`src/rtl/assert_macros.svh`:
```
// ----------------------------------------------------------------------------
// Assertion macros
// Shared concurrent assertion forms, clocked on clock and disabled in reset.
// ----------------------------------------------------------------------------
`ifndef ASSERT_MACROS_SVH
`define ASSERT_MACROS_SVH

// An implication or plain property that must hold at every clock edge.
`define ASSERT_ALWAYS(label, prop, msg) \
   label: assert property (@(posedge clock) disable iff (reset) (prop)) \
      else $error(msg);

// A condition that must never be true at a clock edge.
`define ASSERT_NEVER(label, cond, msg) \
   label: assert property (@(posedge clock) disable iff (reset) !(cond)) \
      else $error(msg);

`endif

```
`src/rtl/lsp_pkg.sv`:
```
// ----------------------------------------------------------------------------
// lsp_pkg
// Widths, operation and status codes, and the decode record of the stack.
// ----------------------------------------------------------------------------
package lsp_pkg;

   localparam int WORD_W        = 32;
   localparam int LVL_W         = 9;
   localparam int DEPTH_DEFAULT = 256;

   // Operation codes on req_func.
   localparam logic [1:0] FUNC_PUSH = 2'd0;
   localparam logic [1:0] FUNC_POP  = 2'd1;
   localparam logic [1:0] FUNC_PEEK = 2'd2;

   // Status codes on rsp_status.
   localparam logic [1:0] STAT_OK       = 2'd0;
   localparam logic [1:0] STAT_OVERFLOW = 2'd1;
   localparam logic [1:0] STAT_UNDERFLW = 2'd2;
   localparam logic [1:0] STAT_BADPOS   = 2'd3;

   // Word returned on errors, for push, and for an empty stack.
   localparam logic signed [WORD_W-1:0] ERR_WORD = '1;

   // Capacity after reset.
   localparam logic [LVL_W-1:0] CAP_RESET = 9'd256;

   // Outcome of decoding one request against the current fill level.
   typedef struct packed {
      logic       push_ok;
      logic       pop_ok;
      logic       peek_ok;
      logic [1:0] status;
   } decision_type;

endpackage

```
`src/rtl/lsp_decode.sv`:
```
// ----------------------------------------------------------------------------
// lsp_decode
// Checks a request against the fill level and the effective capacity.
// ----------------------------------------------------------------------------
module lsp_decode #(
   parameter int DEPTH = lsp_pkg::DEPTH_DEFAULT
) (
   input  logic [1:0]              func,
   input  logic [lsp_pkg::LVL_W-1:0] position,
   input  logic [lsp_pkg::LVL_W-1:0] fill,
   input  logic [lsp_pkg::LVL_W-1:0] capacity,
   output logic [lsp_pkg::LVL_W-1:0] eff_cap,
   output lsp_pkg::decision_type    dec
);
   import lsp_pkg::*;

   // A capacity of zero acts as one, and anything above the depth as the depth.
   always_comb begin
      if (capacity == '0) begin
         eff_cap = LVL_W'(1);
      end else if (32'(capacity) > DEPTH) begin
         eff_cap = LVL_W'(DEPTH);
      end else begin
         eff_cap = capacity;
      end
   end

   // Decide whether the request touches the store or fails at once.
   always_comb begin
      dec = '0;
      case (func)
         FUNC_PUSH: begin
            if (fill >= eff_cap) begin
               dec.status = STAT_OVERFLOW;
            end else begin
               dec.push_ok = 1'b1;
            end
         end
         FUNC_POP: begin
            if (fill == '0) begin
               dec.status = STAT_UNDERFLW;
            end else begin
               dec.pop_ok = 1'b1;
            end
         end
         FUNC_PEEK: begin
            if (position == '0 || position > fill) begin
               dec.status = STAT_BADPOS;
            end else begin
               dec.peek_ok = 1'b1;
            end
         end
         default: begin
            dec.status = STAT_OK;
         end
      endcase
   end

endmodule

```
`config.mk`:
```
export PLATFORM = sky130hd
export DESIGN_NAME = lsp_decode
export DESIGN_NICKNAME = d
export VERILOG_FILES = /design/src/rtl/assert_macros.svh /design/src/rtl/lsp_pkg.sv /design/src/rtl/lsp_decode.sv
export SDC_FILE = /design/constraint.sdc
export NUM_CORES = 1
export LEC_CHECK = 0
export BUFFER_PORTS_ARGS = -buffer_cell sky130_fd_sc_hd__buf_2
export CAP_MARGIN = 5
export CORE_MARGIN = 2
export CORE_UTILIZATION = 44
export DETAILED_ROUTE_END_ITERATION = 6
export GPL_ROUTABILITY_DRIVEN = 0
export GPL_TIMING_DRIVEN = 0
export PLACE_DENSITY = 0.82
export SLEW_MARGIN = 30
export SYNTH_ARGS = -nofsm -noshare
export SYNTH_HDL_FRONTEND = slang
export SYNTH_SLANG_ARGS = --single-unit
```
`constraint.sdc`:
```
create_clock -name vclk -period 2.1
set_input_delay 0.21 -clock vclk [all_inputs]
set_output_delay 0.21 -clock vclk [all_outputs]
set_load 0.01 [all_outputs]
```
* Yosys cells after proc, flatten, opt, wreduce, memory -nomap -nowiden
Cells that the tools add are included.
** Storage, ports and cells
- Output and inout bits :: 14
- Flip-flop bits (word level) :: 0
- Logic and storage cells :: 22
** Operators by class
- Order comparisons :: 3
- Reduce and logical (&&, ||, !) cells :: 5
- Eq/ne operators :: 2
- Mux-type cells :: 12
** Operators with widths (number)
- $logic_not A9 Y1 :: 3
- $mux W9 :: 2
- $ge A9 B9 Y1 :: 1
- $gt A9 B9 Y1 :: 1
- $gt A9 B9 Y1 const B :: 1
- $mux W1 :: 7
- $pmux W2 S3 :: 1
- $mux W2 :: 2
- $eq A2 B1 Y1 const B :: 1
- $eq A2 B2 Y1 const B :: 1
- $logic_not A2 Y1 :: 1
- $logic_or A1 B1 Y1 :: 1

* Longest topological paths before layout
- Depth after elaboration :: 6
- Depth in mapped cells :: 9
- Depth with buffers taken out :: 9

* Least setup slack after synthesis
Ideal clock, no wire load.
- Path type :: input-to-output
- Start :: in capacity[4] (netlist bit)
- End :: out dec[0] (netlist bit)
- Arrival time :: 1.938 ns
- Stages :: 9
- Slack :: -0.048 ns
- Data required time :: 1.890 ns
- Path through :: nor4_1 -> a21oi_1 -> nor2_1 -> ha_1 -> nand2b_1 -> a211o_1 -> a211oi_1 -> o21ai_0 -> and3b_1
** RTL lines
- from (decl) :: RTL line lsp_decode.sv:11 : input logic [lsp_pkg::LVL_W-1:0] capacity,
- to (decl) :: RTL line lsp_decode.sv:13 : output lsp_pkg::decision_type dec

==> results by group <==
Timing
  • Setup_tns: -0.405 ns
  • Final Cycle Share: 111%
  • Hold Vio Cnt, Final: 0
  • Slew @ Worst Pin: 0.361 ns
  • Max Slew Vio Count: 0
  • Max Clock Freq: 0.428 GHz
  • Hold slack: 0.721 ns
  • Final WS setup: -0.235 ns
  • Endpoints failing setup: 2
  • Tmin final: 2.34 ns
  • Slew margin rel.: 75.7%
  • RSZ-0062 raised after global routing: true

Cells and area
  • Share of layout cells above drive strength 1: 48.1%
  • Layout Nets: 182
  • FFs & Latches: 0
  • Number of fill cells: 115
  • Footprint of the multi-input gates: 633 um^2
  • Clock buffer cells: 0
  • Area grow syn2layout: 57.9%
  • N_diodes: 0
  • Fin util: 73.9%
  • Reg area: 0 um^2

Floorplan
  • # rows: 13
  • Initial Utilization: 46.8%
  • Top Ports: 43
  • Die X-Extent: 41.2 um
  • Die Span Y: 41.2 um
  • Core area: 1300 um^2
  • Die area: 1700 um^2

Worst setup path
  • Required @ worst endpoint: 1.89 ns
  • Critical path peak fanout: 2
  • Critical Path Start Type: input port
  • Crit Path Category: in2out
  • CP Data Arrival Time: 2.13 ns
  • CP Capture Type: primary output

Yosys
  • Cells after Synth: 89
  • Most frequent cell after synthesis: ha_1
  • Synth Net Count: 136
  • Most instantiated cells after synthesis: 18 x ha_1, 17 x inv_1, 12 x nand2_1
  • Syn Std Cell Area: 609 um^2
  • Area leader, netlist: ha_1
  • Sequential share of the synthesized area: 0%
  • Netlist cell types: 23
  • Synth area leaders: ha_1 37%, inv_1 10%, nand2_1 7.4%
  • Yosys top cell area share: 37.0%
  • YS warnings: 0
  • Synth Area per Inst: 6.85 um^2

Route
  • DR vias/cell: 5.09
  • Drt drc: 0
  • Via count: 753
  • Iteration count of the initial detailed-routing pass: 3
  • Final Routed Wirelength: 1740 um
  • Post-route ant nets: 0
  • First DRT Iteration DRCs: 6
  • WL/cell: 11.8 um

Pwr
  • PwrDens: 197 nW/um^2
  • LEAKAGE: 0.000553 uW
  • Maximum VDD drop: 0.102 mV

Global routing
  • Vias in the first global route: 666
  • Initial antenna violation count: 0
  • Global-route wire length before repair: 2510 um
  • Largest net degree at the start of global routing: 9
  • GRT Util Overall: 21.1%
  • GRT overflow: 0

Place
  • DP HPWL: 1450 um
  • Dpl ws: -0.359 ns
  • PortBufs: 43

Worst hold path
  • Hold Path Class: in2out
  • Hold EP: eff_cap[7]
  • Hold wc startpoint: capacity[7]
  • Hold path depth: 4

Outcome
  • Failing checks: setup timing
  • Status: finished with violations

CTS
  • Cts hold-fix bufs: 0

Run
  • Max-Cap Viols: 0
==> layout make-up <==
type,instances,share of cell area [%]
inverter,19,7.41
tap,15,1.95
buffer,1,0.390
multi-input combinational,69,65.8
timing repair buffer,44,24.4
==> stage by stage <==
step / cells / total power (uW) / instance area, um^2
2_1_floorplan: 89 / 89.7 / 612
3_3_place_gp: 147 / 153 / 846
3_5_place_dp: 147 / 160 / 846
4_1_cts: 147 / 169 / 878
5_1_grt: 148 / 215 / 962
6_report: 148 / 189 / 962
==> report_power, final <==
part	internal [uW]	total (uW)	switching, uW
Sequential	0	0	0
Clock	0	0	0
Combinational	90.7	189	98.8
==> layer usage <==
metal / vias to the layer above / track usage [%] / part of all wire (%)
met2: 22 / 43.4 / 56
met1: 327 / 25.3 / 40
met5: - / 0 / 0
met3: 0 / 0 / 4.2
li1: 404 / - / -
met4: 0 / 0 / 0
==> cell families after synthesis <==
kind of cell	after synthesis	share of synthesized area [%]
adders and majority gates	18	37.0
buffers and inverters	20	12.3
AOI/OAI and AO/OA	16	18.7
and+or+nand+nor	35	32.0
==> worst max-delay path: stages <==
cell and delay (ns):
buf_6 0.10, nor4_4 0.30, a21oi_2 0.10, nor2_2 0.10
ha_1 0.24, nand2b_4 0.14, a211o_1 0.31, a211oi_2 0.25
o21ai_2 0.08, and3b_1 0.16, buf_2 0.13
==> repair_timing <==
item                       CTS  global route
gates resized for setup      6            12
buffers inserted             0             1
setup endpoints to repair    2             4
pin swaps                    8            11
==> cells in the final DEF, fill, tap and decap left out <==
master	synthesis	routed
nor4_1	2	1
ha_4	0	3
inv_2	0	3
a211oi_1	3	2
clkbuf_1	1	1
nor2_1	7	6
nor2_2	0	1
clkinv_1	2	2
or3_2	1	1
buf_6	0	2
a221oi_4	0	1
nor4_4	1	2
nand4_1	4	4
o21ba_2	1	1
o21ai_2	1	2
ha_1	18	15
or4_4	1	1
nand2b_4	0	2
and3b_1	2	2
inv_1	17	14
buf_2	0	41
buf_4	0	1
a211o_1	1	1
a211oi_2	0	1
nand2_1	12	12
or3_4	0	1
o21ai_0	3	2
a21oi_2	0	1
a21oi_1	5	4
o221ai_1	1	1
nor3_1	2	2
==> how the worst max path moves through the flow <==
stage	startpoint	endpoint	slack, ns	depth (start not counted)
3_3_place_gp	capacity[4]	dec[0]	-0.29	11
4_1_cts	capacity[7]	dec[0]	-0.21	11
3_5_place_dp	capacity[4]	dec[0]	-0.36	11
6_report	capacity[5]	dec[0]	-0.24	11
2_1_floorplan	capacity[4]	dec[0]	0.02	9
5_1_grt	capacity[5]	dec[0]	-0.36	11
(Power assumes the default switching activity.)
